==> src/design/lpt_pkg.sv <==
// Shared types and constants of the lexeme position tokenizer.
// Used by lpt_parser, lexeme_position_tokenizer_top and lpt_checker; no dependencies.
package lpt_pkg;

  localparam logic [2:0] K_BYTE  = 3'd0;
  localparam logic [2:0] K_ENTRY = 3'd1;
  localparam logic [2:0] K_END   = 3'd2;
  localparam logic [2:0] K_ERROR = 3'd3;
  localparam logic [2:0] K_EOI   = 3'd4;

  localparam logic [1:0] E_SYNTAX   = 2'd0;
  localparam logic [1:0] E_NOESCAPE = 2'd1;
  localparam logic [1:0] E_ZEROPOS  = 2'd2;

  localparam logic [7:0] CH_NUL    = 8'h00;
  localparam logic [7:0] CH_SPACE  = 8'h20;
  localparam logic [7:0] CH_QUOTE  = 8'h27;
  localparam logic [7:0] CH_STAR   = 8'h2A;
  localparam logic [7:0] CH_COMMA  = 8'h2C;
  localparam logic [7:0] CH_ZERO   = 8'h30;
  localparam logic [7:0] CH_NINE   = 8'h39;
  localparam logic [7:0] CH_COLON  = 8'h3A;
  localparam logic [7:0] CH_BSLASH = 8'h5C;

  localparam int OUT_DATA_W = 32;

  typedef struct packed {
    logic [2:0]  kind;
    logic [7:0]  word_byte;
    logic [13:0] position;
    logic [1:0]  weight;
    logic [1:0]  error_code;
  } lpt_res_t;

  typedef struct packed {
    logic [1:0]           cnt;
    lpt_res_t [2:0]       res;
  } lpt_step_t;

endpackage

==> src/design/lexeme_position_tokenizer_top.sv <==
// Top level of the lexeme position tokenizer: input register, parser and result buffer.
// Depends on lpt_pkg and lpt_parser.
// A byte's results pass the input register and the result buffer before being offered.
// Throughput: one byte per cycle while each byte gives at most one result and the output
// does not stall; a byte with more holds the three-entry buffer until they are taken, and
// the input register takes one more byte meanwhile. Synchronous active-low reset returns
// the parser to the start of a string and empties the input register and result buffer.
module lexeme_position_tokenizer_top #(
  parameter int POSITION_LIMIT = 16383
) (
  input  logic        clk,
  input  logic        rst_n,
  input  logic        in_tvalid,
  output logic        in_tready,
  input  logic [7:0]  in_tdata,   // [7:0] in_byte
  output logic        out_tvalid,
  input  logic        out_tready,
  output logic [31:0] out_tdata,  // [7:0] word_byte, [21:8] position, [23:22] weight,
                                  // [25:24] error_code, [31:26] zero
  output logic [2:0]  out_tuser,  // [2:0] kind
  output logic        out_tlast
);
  import lpt_pkg::*;

  logic            inv_r;
  logic [7:0]      byte_r;
  logic [1:0]      cnt_r;
  lpt_res_t [2:0]  buf_r;
  lpt_step_t       step;
  logic            adv;
  logic            in_acc;
  logic            out_acc;

  assign adv       = inv_r && ((cnt_r == 2'd0) || (cnt_r == 2'd1 && out_tready));
  assign in_tready = !inv_r || adv;
  assign in_acc    = in_tvalid && in_tready;
  assign out_tvalid = (cnt_r != 2'd0);
  assign out_acc   = out_tvalid && out_tready;

  lpt_parser #(
    .POSITION_LIMIT(POSITION_LIMIT)
  ) u_parser (
    .clk    (clk),
    .rst_n  (rst_n),
    .byte_i (byte_r),
    .step_en(adv),
    .step_o (step)
  );

  always_ff @(posedge clk) begin
    if (!rst_n) begin
      inv_r <= 1'b0;
      cnt_r <= 2'd0;
    end else begin
      if (in_acc) begin
        inv_r <= 1'b1;
      end else if (adv) begin
        inv_r <= 1'b0;
      end
      if (adv) begin
        cnt_r <= step.cnt;
      end else if (out_acc) begin
        cnt_r <= cnt_r - 2'd1;
      end
    end
  end

  always_ff @(posedge clk) begin
    if (in_acc) begin
      byte_r <= in_tdata;
    end
    if (adv) begin
      buf_r <= step.res;
    end else if (out_acc) begin
      buf_r[0] <= buf_r[1];
      buf_r[1] <= buf_r[2];
    end
  end

  assign out_tuser = buf_r[0].kind;
  assign out_tdata = {(OUT_DATA_W - 26)'(0), buf_r[0].error_code, buf_r[0].weight,
                      buf_r[0].position, buf_r[0].word_byte};
  assign out_tlast = (cnt_r == 2'd1);

endmodule

==> src/design/lpt_parser.sv <==
// Parser state machine of the lexeme position tokenizer: holds the parse state and
// computes the results of one byte. Depends on lpt_pkg.
module lpt_parser #(
  parameter int POSITION_LIMIT = 16383
) (
  input  logic              clk,
  input  logic              rst_n,
  input  logic [7:0]        byte_i,
  input  logic              step_en,
  output lpt_pkg::lpt_step_t step_o
);
  import lpt_pkg::*;

  localparam int PW = $clog2(POSITION_LIMIT + 1);

  typedef enum logic [2:0] {
    PH_WAIT, PH_WORD, PH_ESCAPE, PH_QUOTE, PH_AFTERQ, PH_POSSTART, PH_POSDELIM, PH_DISCARD
  } phase_t;

  phase_t        ph_r, ph_nxt;
  logic          esc_ret_r, esc_ret_nxt;
  logic          nonempty_r, nonempty_nxt;
  logic [PW-1:0] val_r, val_nxt;
  logic [1:0]    wgt_r, wgt_nxt;
  logic          dig_r, dig_nxt;
  logic          ent_r, ent_nxt;

  logic          is_sp, is_dg, is_letter;
  logic [3:0]    digit;
  logic [PW+3:0] prod;
  logic [PW-1:0] val_sat;
  logic [PW+13:0] pos_ext;
  logic [1:0]    letter_w;

  function automatic lpt_res_t mk(logic [2:0] k, logic [7:0] b, logic [13:0] p,
                                  logic [1:0] w, logic [1:0] e);
    lpt_res_t r;
    r.kind       = k;
    r.word_byte  = b;
    r.position   = p;
    r.weight     = w;
    r.error_code = e;
    return r;
  endfunction

  assign is_sp  = (byte_i == CH_SPACE) || (byte_i >= 8'd9 && byte_i <= 8'd13);
  assign is_dg  = (byte_i >= CH_ZERO) && (byte_i <= CH_NINE);
  assign digit  = 4'(byte_i - CH_ZERO);
  assign prod   = ({4'b0, val_r} << 3) + ({4'b0, val_r} << 1) + {{PW{1'b0}}, digit};
  assign val_sat = (prod > (PW+4)'(POSITION_LIMIT)) ? PW'(POSITION_LIMIT) : prod[PW-1:0];
  assign pos_ext = {14'b0, val_r};

  // Letters a..d and A..D share their low three bits 1..4, which map to weights 3..0.
  assign is_letter = (byte_i >= 8'h61 && byte_i <= 8'h64) ||
                     (byte_i >= 8'h41 && byte_i <= 8'h44) || (byte_i == CH_STAR);
  assign letter_w  = (byte_i == CH_STAR) ? 2'd3 : 2'(3'd4 - byte_i[2:0]);

  always_comb begin
    logic [1:0] n;
    logic       do_wait;
    logic       failed;
    n            = 2'd0;
    do_wait      = 1'b0;
    failed       = 1'b0;
    ph_nxt       = ph_r;
    esc_ret_nxt  = esc_ret_r;
    nonempty_nxt = nonempty_r;
    val_nxt      = val_r;
    wgt_nxt      = wgt_r;
    dig_nxt      = dig_r;
    ent_nxt      = ent_r;
    step_o.res   = '0;

    unique case (ph_r)
      PH_WAIT: begin
        do_wait = 1'b1;
      end
      PH_WORD: begin
        if (byte_i == CH_BSLASH) begin
          esc_ret_nxt = 1'b0;
          ph_nxt      = PH_ESCAPE;
        end else if (byte_i == CH_NUL || is_sp) begin
          step_o.res[n] = mk(K_END, 8'd0, 14'd0, 2'd0, 2'd0);
          n = n + 2'd1;
          ph_nxt = PH_WAIT;
          if (byte_i == CH_NUL) begin
            step_o.res[n] = mk(K_EOI, 8'd0, 14'd0, 2'd0, 2'd0);
            n = n + 2'd1;
          end
        end else if (byte_i == CH_COLON) begin
          ph_nxt = PH_POSSTART;
        end else begin
          step_o.res[n] = mk(K_BYTE, byte_i, 14'd0, 2'd0, 2'd0);
          n = n + 2'd1;
        end
      end
      PH_ESCAPE: begin
        if (byte_i == CH_NUL) begin
          step_o.res[n] = mk(K_ERROR, 8'd0, 14'd0, 2'd0, E_NOESCAPE);
          n = n + 2'd1;
          ent_nxt = 1'b0;
          dig_nxt = 1'b0;
          ph_nxt  = PH_WAIT;
        end else begin
          step_o.res[n] = mk(K_BYTE, byte_i, 14'd0, 2'd0, 2'd0);
          n = n + 2'd1;
          nonempty_nxt = 1'b1;
          ph_nxt = esc_ret_r ? PH_QUOTE : PH_WORD;
        end
      end
      PH_QUOTE: begin
        if (byte_i == CH_QUOTE) begin
          ph_nxt = PH_AFTERQ;
        end else if (byte_i == CH_BSLASH) begin
          esc_ret_nxt = 1'b1;
          ph_nxt      = PH_ESCAPE;
        end else if (byte_i == CH_NUL) begin
          failed = 1'b1;
          step_o.res[n] = mk(K_ERROR, 8'd0, 14'd0, 2'd0, E_SYNTAX);
          n = n + 2'd1;
        end else begin
          step_o.res[n] = mk(K_BYTE, byte_i, 14'd0, 2'd0, 2'd0);
          n = n + 2'd1;
          nonempty_nxt = 1'b1;
        end
      end
      PH_AFTERQ: begin
        if (byte_i == CH_QUOTE) begin
          step_o.res[n] = mk(K_BYTE, byte_i, 14'd0, 2'd0, 2'd0);
          n = n + 2'd1;
          nonempty_nxt = 1'b1;
          ph_nxt = PH_QUOTE;
        end else if (!nonempty_r) begin
          failed = 1'b1;
          step_o.res[n] = mk(K_ERROR, 8'd0, 14'd0, 2'd0, E_SYNTAX);
          n = n + 2'd1;
        end else if (byte_i == CH_COLON) begin
          ph_nxt = PH_POSSTART;
        end else begin
          step_o.res[n] = mk(K_END, 8'd0, 14'd0, 2'd0, 2'd0);
          n = n + 2'd1;
          ph_nxt  = PH_WAIT;
          do_wait = 1'b1;
        end
      end
      PH_POSSTART: begin
        if (is_dg) begin
          val_nxt = {{(PW-4){1'b0}}, digit};
          wgt_nxt = 2'd0;
          dig_nxt = 1'b1;
          ent_nxt = 1'b1;
          ph_nxt  = PH_POSDELIM;
        end else begin
          failed = 1'b1;
          step_o.res[n] = mk(K_ERROR, 8'd0, 14'd0, 2'd0, E_SYNTAX);
          n = n + 2'd1;
        end
      end
      PH_POSDELIM: begin
        if (dig_r && is_dg) begin
          val_nxt = val_sat;
        end else begin
          if (dig_r) begin
            dig_nxt = 1'b0;
            if (val_r == '0) begin
              failed = 1'b1;
              step_o.res[n] = mk(K_ERROR, 8'd0, 14'd0, 2'd0, E_ZEROPOS);
              n = n + 2'd1;
            end
          end
          if (!failed) begin
            if (byte_i == CH_COMMA) begin
              if (ent_r) begin
                step_o.res[n] = mk(K_ENTRY, 8'd0, pos_ext[13:0], wgt_r, 2'd0);
                n = n + 2'd1;
              end
              ent_nxt = 1'b0;
              ph_nxt  = PH_POSSTART;
            end else if (is_letter) begin
              if (wgt_r != 2'd0) begin
                failed = 1'b1;
                step_o.res[n] = mk(K_ERROR, 8'd0, 14'd0, 2'd0, E_SYNTAX);
                n = n + 2'd1;
              end else begin
                wgt_nxt = letter_w;
              end
            end else if (byte_i == CH_NUL || is_sp) begin
              if (ent_r) begin
                step_o.res[n] = mk(K_ENTRY, 8'd0, pos_ext[13:0], wgt_r, 2'd0);
                n = n + 2'd1;
              end
              ent_nxt = 1'b0;
              step_o.res[n] = mk(K_END, 8'd0, 14'd0, 2'd0, 2'd0);
              n = n + 2'd1;
              ph_nxt = PH_WAIT;
              if (byte_i == CH_NUL) begin
                step_o.res[n] = mk(K_EOI, 8'd0, 14'd0, 2'd0, 2'd0);
                n = n + 2'd1;
              end
            end else if (!is_dg) begin
              failed = 1'b1;
              step_o.res[n] = mk(K_ERROR, 8'd0, 14'd0, 2'd0, E_SYNTAX);
              n = n + 2'd1;
            end
          end
        end
      end
      PH_DISCARD: begin
        if (byte_i == CH_NUL) begin
          ph_nxt = PH_WAIT;
        end
      end
      default: begin
        ph_nxt = PH_WAIT;
      end
    endcase

    if (failed) begin
      ent_nxt = 1'b0;
      dig_nxt = 1'b0;
      ph_nxt  = (byte_i == CH_NUL) ? PH_WAIT : PH_DISCARD;
    end

    if (do_wait) begin
      if (byte_i == CH_NUL) begin
        step_o.res[n] = mk(K_EOI, 8'd0, 14'd0, 2'd0, 2'd0);
        n = n + 2'd1;
      end else if (byte_i == CH_QUOTE) begin
        nonempty_nxt = 1'b0;
        ph_nxt       = PH_QUOTE;
      end else if (byte_i == CH_BSLASH) begin
        esc_ret_nxt = 1'b0;
        ph_nxt      = PH_ESCAPE;
      end else if (!is_sp) begin
        step_o.res[n] = mk(K_BYTE, byte_i, 14'd0, 2'd0, 2'd0);
        n = n + 2'd1;
        ph_nxt = PH_WORD;
      end
    end

    step_o.cnt = n;
  end

  always_ff @(posedge clk) begin
    if (!rst_n) begin
      ph_r       <= PH_WAIT;
      esc_ret_r  <= 1'b0;
      nonempty_r <= 1'b0;
      val_r      <= '0;
      wgt_r      <= 2'd0;
      dig_r      <= 1'b0;
      ent_r      <= 1'b0;
    end else if (step_en) begin
      ph_r       <= ph_nxt;
      esc_ret_r  <= esc_ret_nxt;
      nonempty_r <= nonempty_nxt;
      val_r      <= val_nxt;
      wgt_r      <= wgt_nxt;
      dig_r      <= dig_nxt;
      ent_r      <= ent_nxt;
    end
  end

endmodule

==> config.mk <==
export PLATFORM = sky130hd
export DESIGN_NAME = lexeme_position_tokenizer_top
export DESIGN_NICKNAME = d
export VERILOG_FILES = /design/src/design/lpt_pkg.sv /design/src/design/lexeme_position_tokenizer_top.sv /design/src/design/lpt_parser.sv
export SDC_FILE = /design/constraint.sdc
export NUM_CORES = 1
export LEC_CHECK = 0
export BUFFER_PORTS_ARGS = -buffer_cell sky130_fd_sc_hd__buf_2
export CORE_ASPECT_RATIO = 0.9
export CORE_MARGIN = 2
export CORE_UTILIZATION = 45
export CTS_BUF_LIST = sky130_fd_sc_hd__clkbuf_16
export CTS_CLUSTER_DIAMETER = 150
export DETAILED_ROUTE_END_ITERATION = 12
export GPL_TIMING_DRIVEN = 1
export SLEW_MARGIN = 30
export SYNTH_ARGS = -nofsm -noshare
export SYNTH_HDL_FRONTEND = slang
export SYNTH_HIERARCHICAL = 1
export SYNTH_SLANG_ARGS = --single-unit
==> constraint.sdc <==
create_clock -name clk -period 3.4 [get_ports clk]
set_input_delay 0.17 -clock clk [delete_from_list [all_inputs] [get_ports clk]]
set_output_delay 0.17 -clock clk [all_outputs]
set_load 0.03 [all_outputs]
# Word-level counts from Yosys, hierarchy flattened
# Index checks and enable logic that the tools add are counted.
dict set report totals {
  mem_bits_ro 0
  wordCells 300
  latch_bits 0
  regBits 121
  out_inout_bits 38
  ram_bits 0
  memories 0
}
dict set report op_classes {
  add_sub_neg 9
  reduce_logical 34
  shifts 0
  n_eq_ne 27
  n_div 0
  bitwise 12
  mul 0
  mux 176
  n_lt_le_gt_ge 17
}
# cell count
set op_table {}
lappend op_table {{87-bit 2-to-1 mux} 20}
lappend op_table {{29-bit 2-to-1 mux} 15}
lappend op_table {{84-bit AND} 3}
lappend op_table {{84-bit NOT} 3}
lappend op_table {{29-bit demux with 2-bit select} 4}
lappend op_table {{87-bit bitwise mux} 2}
lappend op_table {{58-bit 2-to-1 mux} 3}
lappend op_table {{29-bit case mux with 6 select lines} 1}
lappend op_table {{28-bit 2-to-1 mux} 5}
lappend op_table {{27-bit by 81-bit AND with 81-bit output} 1}
lappend op_table {{81-bit NOT} 1}
lappend op_table {{2-bit 2-to-1 mux} 39}
lappend op_table {{3-bit 2-to-1 mux} 23}
lappend op_table {{29-bit case mux with 2 select lines} 1}
lappend op_table {{1-bit 2-to-1 mux} 49}
lappend op_table {{14-bit 2-to-1 mux} 3}
lappend op_table {{8-bit by 6-bit == test with 1-bit output (second input constant)} 5}
lappend op_table {{14-bit case mux with 2 select lines} 1}
lappend op_table {{26-bit 2-to-1 mux} 1}
lappend op_table {{3-bit case mux with 7 select lines} 1}
lappend op_table {{17-bit by 15-bit adder with 18-bit output} 1}
lappend op_table {{18-bit by 4-bit adder with 18-bit output} 1}
lappend op_table {{18-bit by 14-bit > comparator with 1-bit output (second input constant)} 1}
lappend op_table {{8-bit by 7-bit greater-or-equal comparator with 1-bit output (second input constant)} 2}
lappend op_table {{41 further kinds} 89}

# Logic depth before layout (Yosys ltp)
# Gate-level depths: netlist (run 1).
dict set report logic_depth {
  word_depth 34
  ltp_mapped 14
  depth_no_buf 14
}

# Cells and area by module
# Netlist (run 1), hierarchy kept.
# mod cells_per_inst seq_area_each_um2 area_per_inst_um2 instances
set modules_own_cells {}
lappend modules_own_cells {lexeme_position_tokenizer_top 223 2912.8 4347.9 1}
lappend modules_own_cells {lpt_parser 519 460.4 3759.9 1}

# Worst setup path before layout (run 1)
# OpenSTA, ideal clock, no wires.
dict set report synth_timing {
  kind {reg-to-reg}
  startpoint {register byte_r[0]}
  endpoint {register buf_r (netlist bit out_tuser[1]), data pin}
  setup_time_ns 0.260
  path_buffers 0
  stages_incl_launch_ff 13
  slack_ns 0.096
  t_required_ns 3.140
  t_arrival_ns 3.044
  path_cell_list {edfxtp_1 -> inv_1 -> ha_1 -> nand3_1 -> or4_1 -> nand2_1 -> a21o_1 -> o221ai_1 -> or3_1 -> inv_1 -> ha_1 -> a2111oi_0 -> mux2_4}
}
# item line
set synth_rtl {}
lappend synth_rtl {{from (decl)} lexeme_position_tokenizer_top.sv:26} ;# logic [7:0] byte_r;
lappend synth_rtl {{from (signal assigned)} lexeme_position_tokenizer_top.sv:70} ;# byte_r <= in_tdata;
lappend synth_rtl {{to (signal assigned)} lexeme_position_tokenizer_top.sv:73} ;# buf_r <= step.res;
lappend synth_rtl {{to (decl)} lexeme_position_tokenizer_top.sv:28} ;# lpt_res_t [2:0] buf_r;

# Worst setup path in the final report (run 1)
dict set report layout_timing {
  startpoint {register byte_r[3]}
  endpoint {register u_parser.val_r[12]}
}
dict set report layout_via {
  elab_chain_len 6
  elab_cells_between_ends 13
  cone_classes {add/sub (2); order compare (3); eq/ne (2); mux (3); reduce/logical (3)}
}
# item line
set layout_rtl {}
lappend layout_rtl {{4-bit by 1-bit subtractor with 4-bit output} lpt_parser.sv:48} ;# assign digit = 4'(byte_i - CH_ZERO);
lappend layout_rtl {{18-bit by 4-bit adder with 18-bit output} lpt_parser.sv:49} ;# assign prod = ({4'b0, val_r} << 3) + ({4'b0, val_r} << 1) + {{PW{1'b0}}, digit};
lappend layout_rtl {{18-bit by 14-bit > comparator with 1-bit output} lpt_parser.sv:50} ;# assign val_sat = (prod > (PW+4)'(POSITION_LIMIT)) ? PW'(POSITION_LIMIT) : prod[PW-1:0];
lappend layout_rtl {{14-bit 2-to-1 mux} lpt_parser.sv:50}
lappend layout_rtl {{14-bit 2-to-1 mux} lpt_parser.sv:160} ;# if (dig_r && is_dg) begin
lappend layout_rtl {{14-bit case mux with 2 select lines} lpt_parser.sv:74} ;# unique case (ph_r)
lappend layout_rtl {{to (signal assigned)} lpt_parser.sv:257} ;# val_r <= val_nxt;
lappend layout_rtl {{to (decl)} lpt_parser.sv:23} ;# logic [PW-1:0] val_r, val_nxt;
# Several ways; a longest one is shown, not always the timed one. The select of a mux whose other input is x is not followed.
# A chain may end at the register's enable or synchronous reset.

==> results of run 1 <==
timing repair:
item	CTS	global route
pin swaps	0	1
buffers inserted	2	3
endpoints found under the hold margin	9	0
setup endpoints to repair	6	54
gates resized for setup	1	25
hold buffers	9	0
worst max-delay path, cell delays in order (launching register included):
cell and delay (ns):
edfxtp_1 0.44, fa_1 0.59, inv_1 0.06, fa_1 0.47, nor2b_2 0.15, o2111ai_1 0.13, nand4_1 0.13, a21oi_1 0.11
or3_1 0.40, buf_4 0.20, a211oi_1 0.30, o21ai_0 0.12
registers in the layout, indices dropped and copies added, names as in the netlist:
| name | count |
|---|---|
| u_parser/dig_r | 1 |
| u_parser/ent_r | 1 |
| out_tdata | 26 |
| u_parser/ph_r | 3 |
| inv_r | 1 |
| cnt_r | 2 |
| out_tuser | 3 |
| u_parser/nonempty_r | 1 |
| u_parser/esc_ret_r | 1 |
| u_parser/val_r | 14 |
| u_parser/wgt_r | 2 |
| byte_r | 8 |
| buf_r | 58 |
per-layer routing:
metal	GRT usage (%)	vias up	wire length (µm)	part of all wire, %
li1	-	2797	-	-
met4	6.54	0	361	1.8
met5	0	-	0	0
met1	30.9	2853	9810	49
met2	31.7	174	8800	44
met3	3.96	33	1010	5.0
path summary, 6_finish.rpt:
| kind | startpoint | to | slack, ns | cells past startpoint |
|---|---|---|---|---|
| worst max-delay path | byte_r[3] | u_parser/val_r[12] | 0.15 | 11 |
| worst min-delay path | out_tready | inv_r | 0.16 | 4 |
| worst max register to register | byte_r[3] | u_parser/val_r[12] | 0.15 | 11 |
| worst min register to register | cnt_r[1] | cnt_r[1] | 0.52 | 2 |
cells in the mapped netlist (all sizes together), types with 6 or more instances:
cell type,number
nand2b,7
nor3,17
mux2i,6
xnor2,8
buf,92
o22ai,7
nand2,41
nor2,39
edfxtp,95
a211oi,13
o21ai,36
mux2,61
ha,43
a31oi,9
dfxtp,26
and3,31
nand3,13
inv,23
or3,6
a21oi,39
nor2b,10
nor4,6
and2,9
clkbuf,17
cell families after synthesis:
group	count (synthesis)	synth area share [%]
AND/OR/NAND/NOR	206	13.9
flip-flops	121	41.6
other	2	0.0926
adder cells (fa/ha/maj)	45	7.13
XOR/XNOR	13	1.40
buffers and inverters	132	11.1
AO/OA/AOI/OAI	156	12.9
multiplexers	67	11.9
cell type report:
class | count | share of cell area (%)
well taps | 240 | 3.22
inverters | 23 | 0.926
flip-flops and latches | 121 | 36.2
repair buffers | 126 | 9.41
clock buffers | 17 | 4.56
clock inverters | 15 | 1.92
multi-input cells | 530 | 43.8
through the flow:
stage | setup slack [ns] | TNS [ns] | cell area (µm²) | hold slack, ns
after floorplan | 0.0960 | 0 | 8260 | 0.269
after global routing | 0.00279 | 0 | 9330 | 0.169
final | 0.146 | 0 | 9330 | 0.158
after CTS | 0.0318 | 0 | 9210 | 0.131
after detailed placement | -0.00791 | -0.00791 | 8490 | 0.350
after global placement | -0.00331 | -0.00331 | 8490 | 0.351
power by group through the flow:
stage	logic [mW]	registers, mW	clock network [mW]
floorplan	1.45	2.14	0
global placement	1.57	2.18	0
detailed placement	1.59	2.18	0
CTS	1.61	2.15	1.91
global route	1.74	2.18	1.97
finish	1.64	2.15	1.87
==> impl_metrics.yaml, run 1 <==
worst_setup_path:
  cp_data_required_time_ns: 3.69
  start_kind: "flop"
  worstSetupEndpointType: "flop"
  worstPathArrival_ns: 3.54
  cp_max_fo: 10
  critPathKind: "reg -> reg"
routing:
  drt_wl_total_um: 20000
  firstDrtPassIters: 5
  first_iter_violations: 491
  drc_errors: 0
  ant_nets: 0
  vias: 5857
  wire_per_inst_um: 18.6
  viasPerCell: 5.46
floorplanning:
  rows: 46
  dieArea_um2: 19100
  start_util_pct: 46.0
  pin_count: 50
  die_h_um: 131
  fp.dieW_um: 145
  core_um2: 17600
sta:
  fin_skew_ns: 0.00766
  min_period_ns: 3.25
  setup_viol: 0
  slew_headroom_pct: 39.3
  post-route-period-util_pct: 95.7
  rsz0062_at_grt: "no"
  fmax_mhz: 307
  drv_slew: 0
  worst_pin_slew_ns: 0.907
  hold_viol: 0
cts:
  clockBufferDepth: 2
  root_buffer: "clkbuf_16"
  clk_pin_slew_ns: 0.06
  clock_latency_ns: 0.43
  cts_max_level: 4
  clock_sinks: 121
  cts-buffers-inserted: 17
  cts_tree: "done"
yosys:
  yosys_warnings: 6
  ys_seq_area_share_pct: 41.6
  ys_ff_latch: 121
  synth_top_cell_by_area: "edfxtp_1"
  synth.distinct_cells: 80
  synth_top_area_share_pct: 35.2
  synth_top_flop_cell: "edfxtp_1"
  async_flop_share_pct: 0
  synthCells: 742
  yosys-top-cells-area: "edfxtp_1 35%, mux2_4 11%, buf_4 6.8%, ha_1 6.6%, dfxtp_1 6.4%"
  syn_area_um2: 8110
  synth_area_per_cell_um2: 10.9
  synth_enable_flop_cells: 95
power_and_ir_drop:
  p_int_mw: 3.83
  ir_drop_mv: 0.693
  pwr-share-comb_pct: 29.0
  sw_frac_of_total_pct: 32.3
  total_power_mw: 5.66
  p_sw_mw: 1.83
  p_leak_nw: 3.99
  power_frac_clock_pct: 33.0
  powerDensity_nw_per_um2: 606
  power_frac_seq_pct: 38.0
grt:
  grt_max_degree: 61
  grt_usage_pct: 21.1
  grt-ovfl-total: 0
  antenna_found_initial: 0
  grt_pass1_wl_um: 31600
  grt_pass1_vias: 5756
final_layout:
  area_growth_pct: 15.0
  layout-drive-gt1-share_pct: 29.0
  finalNetCount: 876
  layout_common_cells: "95 x edfxtp_1, 72 x buf_4, 57 x mux2_4"
  final_common_cell: "edfxtp_1"
  utilization_pct: 52.9
  fillCellCount: 1576
  multiInputGateArea_um2: 4080
  final-seq-area_um2: 3370
  instances_no_fill: 1072
  diodes: 0
flow_run:
  max-cap-violations: 0
min_path:
  hp-class: "in -> reg"
outcome:
  outcome: "finished clean"
place:
  port_buffers: 43
  dp_hpwl_um: 14000
  placed_cells: 1026
  gp_congestion: 0.952
Power figures use the tool's default switching activity.
==> run 2: changes to the inputs <==
HOLD_SLACK_MARGIN = 0.06   (was not set)
clock period = 4.21 ns   (was 3.4 ns; I/O delays follow)
==> run 2 against run 1 <==
Effect of this change: via count is 3.6% lower; utilization is 3.1 points lower; fmax down 16%; cell count down 5.7%; flip-flop and latch count is the same; critical path depth stayed put; register-to-register slack improved by 0.19 ns; largest cell class unchanged.
==> impl_metrics.yaml, run 2 (same netlist as run 1, synthesis figures left out) <==
routing:
  first_iter_violations: 572
  viasPerCell: 5.58
  ant_nets: 0
  firstDrtPassIters: 6
  drc_errors: 0
  wire_per_inst_um: 18.7
  vias: 5645
  drt_wl_total_um: 19000
cts:
  cts-buffers-inserted: 17
  root_buffer: "clkbuf_16"
  clockBufferDepth: 2
  post_cts_buffers: 0
  cts_max_level: 4
  clock_latency_ns: 0.43
  cts_tree: "done"
  clk_pin_slew_ns: 0.06
  clock_sinks: 121
power_and_ir_drop:
  powerDensity_nw_per_um2: 511
  total_power_mw: 4.48
  p_leak_nw: 3.68
  ir_drop_mv: 0.444
grt:
  grt_pass1_vias: 5572
  grt_usage_pct: 20.4
  grt-ovfl-total: 0
  grt_pass1_wl_um: 30400
  antenna_found_initial: 0
  grt_max_degree: 61
floorplanning:
  rows: 46
  pin_count: 50
  start_util_pct: 46.0
  core_um2: 17600
  dieArea_um2: 19100
  fp.dieW_um: 145
  die_h_um: 131
final_layout:
  instances_no_fill: 1011
  layout-drive-gt1-share_pct: 21.0
  final_common_cell: "edfxtp_1"
  top_register: "buf_r"
  finalNetCount: 816
  largest_register_ff_count: 58
  diodes: 0
  area_growth_pct: 8.18
  layout_common_cells: "95 x edfxtp_1, 58 x mux2_4, 43 x conb_1, 43 x buf_2, 42 x ha_1"
sta:
  drv_slew: 0
  post-route-period-util_pct: 92.1
  fin_skew_ns: 0.0158
  min_period_ns: 3.88
  tns_ns: 0
  rsz0062_at_grt: "no"
  fmax_mhz: 258
  setup_viol: 0
  worst_pin_slew_ns: 0.876
  slew_headroom_pct: 41.4
  layout_setup_ws_ns: 0.335
  hold_viol: 0
worst_setup_path:
  crit_chain: "inv_1 > ha_1 > nand3_1 > or4_1 > nand2_1 > a21o_1 > o221ai_1 > or3_1 > ha_1 > and3_1 > mux2_4"
  worst_path_most_repeated_cell: "ha_1"
  critical_path_buf_inv_count: 1
  worstPathArrival_ns: 4.04
  start_kind: "flop"
  cp_num_cells: 11
  worstSetupEndpointType: "flop"
  cp_data_required_time_ns: 4.37
  cp_max_fo: 9
  critPathKind: "reg -> reg"
  critPathMaxStageDelay_ns: 0.62
  critical_path.top_delay_family: "simple AND/OR/NAND/NOR gates"
  reg2reg_depth: 11
  cp_slowest_cell: "or4_1"
min_path:
  hp-class: "in -> reg"
  min_path_cells: 4
place:
  placed_cells: 971
  place_ws_ns: 0.337
  dp_hpwl_um: 13200
  gp_congestion: 0.971
  port_buffers: 43
flow_run:
  max-cap-violations: 0
outcome:
  outcome: "finished clean"
-- run 2: path summary, 6_finish.rpt --
| kind | from | endpoint | slack, ns |
|---|---|---|---|
| worst max register to register | byte_r[0] | buf_r[52] | 0.33 |
| worst min-delay path | out_tready | inv_r | 0.21 |
| worst max-delay path | byte_r[0] | buf_r[52] | 0.33 |
| worst min register to register | u_parser/wgt_r[0] | u_parser/wgt_r[0] | 0.54 |
-- run 2: where the power goes --
group          leakage, nW  internal, mW  switching (mW)  total, mW
Combinational         2.28         0.495           0.743       1.24
Sequential            1.12          1.65          0.0935       1.74
Clock                0.289         0.931           0.568       1.50
-- run 2: layout make-up --
cell class	instances	area, µm²
fill	1599	8840
multi-input combinational	530	4000
inverter	23	86.3
clock inverter	14	174
timing repair buffer	66	414
clock buffer	17	425
sequential	121	3370
tap	240	300
-- run 2: timing repair --
item	CTS	global route
hold endpoints to repair	9	0
hold buffers	9	0
setup endpoints to repair	0	5
gates resized for setup	0	2
-- run 2: tightest hold or removal path, stage by stage --
cell	delay, ns
buf_2	0.10
a21oi_2	0.08
a21oi_1	0.15
nor2b_1	0.05
-- run 2: metal layers --
metal / GRT usage (%) / vias to the layer above / routed length [µm]
li1: - / 2687 / -
met1: 29.6 / 2765 / 9290
met2: 30.1 / 170 / 8400
met3: 3.96 / 23 / 983
met4: 7.46 / 0 / 280
met5: 0 / - / 0
-- run 2: per-stage QoR --
| step | hold WS [ns] | area [µm²] | utilization, % |
|---|---|---|---|
| floorplan | 0.309 | 8260 | - |
| finish | 0.210 | 8770 | 49.8 |
| global route | 0.228 | 8770 | 49.8 |
| detailed placement | 0.390 | 8070 | 45.8 |
| global placement | 0.392 | 8070 | 45.8 |
| CTS | 0.207 | 8760 | 49.8 |
==> run 3: changes to the inputs <==
clock period = 4 ns   (was 4.21 ns; I/O delays follow)
==> run 3 against run 2 <==
Effect of this change: combinational power increased by 6%; cell count increased by 1.4%; first-iteration DRC count down 6.1%; largest power group unchanged; sequential share of layout area down 0.32 points.
==> impl_metrics.yaml, run 3 (same netlist as run 1, synthesis figures left out) <==
outcome:
  outcome: "finished clean"
worst_setup_path:
  cp_max_fo: 7
  worstSetupStartpoint: "byte_r[0]"
  reg2reg_setup_slack_ns: 0.18
  crit_chain: "inv_1 > ha_1 > nand3_1 > or4_1 > nand2_1 > a21o_1 > o221ai_1 > or3_1 > inv_1 > ha_1 > a2111oi_0 > mux2_4"
  r2r_end: "out_tuser[1]"
  rr_startpoint: "byte_r[0]"
  cp_slowest_cell: "or4_1"
  cp_data_required_time_ns: 4.17
  critPathMaxStageDelay_ns: 0.62
  start_kind: "flop"
  worstSetupEndpointType: "flop"
  setup.worst_path.end: "out_tuser[1]"
  reg2reg_depth: 12
  worstPathArrival_ns: 3.99
  critPathKind: "reg -> reg"
final_layout:
  area_growth_pct: 9.07
  final_common_cell: "edfxtp_1"
  diodes: 0
  top_register: "buf_r"
  fillCellCount: 1653
  layout_common_cells: "95 x edfxtp_1, 57 x mux2_4, 43 x ha_1, 43 x conb_1, 43 x buf_2"
  finalNetCount: 829
  layout-drive-gt1-share_pct: 22.5
  largest_register_ff_count: 58
sta:
  fmax_mhz: 262
  worst_pin_slew_ns: 0.954
  post-route-period-util_pct: 95.4
  min_period_ns: 3.82
  fin_skew_ns: 0.0119
  whs_ns: 0.208
  rsz0062_at_grt: "no"
  hold_viol: 0
  drv_slew: 0
  setup_viol: 0
  tns_ns: 0
  slew_headroom_pct: 36.1
place:
  dp_hpwl_um: 13700
  port_buffers: 43
  gp_congestion: 0.929
cts:
  clockBufferDepth: 2
  root_buffer: "clkbuf_16"
  clock_sinks: 121
  clock_latency_ns: 0.42
  clk_pin_slew_ns: 0.07
  post_cts_buffers: 0
  cts_max_level: 4
  cts-buffers-inserted: 17
  cts_tree: "done"
floorplanning:
  fp.dieW_um: 145
  die_h_um: 131
  dieArea_um2: 19100
  core_um2: 17600
  rows: 46
  pin_count: 50
  start_util_pct: 46.0
power_and_ir_drop:
  ir_drop_mv: 0.366
  p_leak_nw: 3.75
  powerDensity_nw_per_um2: 529
flow_run:
  max-cap-violations: 0
routing:
  drc_errors: 0
  wire_per_inst_um: 18.9
  viasPerCell: 5.61
  first_iter_violations: 537
  firstDrtPassIters: 5
  vias: 5746
  drt_wl_total_um: 19400
  ant_nets: 0
grt:
  antenna_found_initial: 0
  grt_usage_pct: 20.3
  grt-ovfl-total: 0
  grt_pass1_vias: 5485
  grt_pass1_wl_um: 30500
  grt_max_degree: 48
min_path:
  hp-class: "in -> reg"
-- run 3: area by class of cell --
type / instances / area [µm²] / area share [%]
Inverter: 23 / 86.3 / 0.976
Sequential cell: 121 / 3370 / 38.1
Multi-Input combinational cell: 530 / 3990 / 45.1
Timing Repair Buffer: 79 / 508 / 5.74
Clock inverter: 15 / 158 / 1.78
Tap cell: 240 / 300 / 3.40
Clock buffer: 17 / 425 / 4.81
-- run 3: stage by stage --
step           cells  util [%]  total power, mW  setup slack (ns)  area (µm²)
5_1_grt         1025      50.2             4.87            0.0177        8840
2_1_floorplan    783         -             3.05             0.696        8260
3_5_place_dp     984      46.3             3.17             0.218        8160
3_3_place_gp     984      46.3             3.15             0.342        8160
6_report        1025      50.2             4.68             0.183        8840
4_1_cts         1025      50.2             4.72             0.216        8840
-- run 3: per-layer routing --
metal | vias to the layer above | routed length [µm] | global-route usage, %
li1 | 2714 | - | -
met1 | 2810 | 9620 | 29.8
met2 | 201 | 8510 | 30.8
met3 | 21 | 949 | 3.51
met4 | 0 | 276 | 5.94
met5 | - | 0 | 0
-- run 3: worst max-delay path: cells and delay by family (launching register included) --
| kind | cells | cell delay, ns |
|---|---|---|
| simple gates | 4 | 1.44 |
| fa+ha+maj | 2 | 0.64 |
| compound gates | 3 | 0.55 |
| flops | 1 | 0.38 |
| mux | 1 | 0.29 |
| buf+inv | 2 | 0.27 |
-- run 3: report_power, final --
part	internal, mW	switching (mW)	leakage [nW]
Clock	0.883	0.645	0.292
Sequential	1.74	0.106	1.12
Combinational	0.523	0.784	2.34
-- run 3: worst min-delay path by stage --
| stage | start | to | cells after the start |
|---|---|---|---|
| after floorplan | in_tdata[0] | byte_r[0] | 0 |
| after global placement | in_tdata[2] | byte_r[2] | 1 |
| after detailed placement | in_tdata[3] | byte_r[3] | 1 |
| after CTS | out_tready | inv_r | 4 |
| after global routing | rst_n | u_parser/dig_r | 2 |
| final | out_tready | inv_r | 4 |
-- run 3: repair_timing --
| action | CTS | global route |
|---|---|---|
| hold endpoints to repair | 9 | 0 |
| hold buffers | 9 | 0 |
| resized for setup | 0 | 2 |
| endpoints found under the setup margin | 0 | 2 |
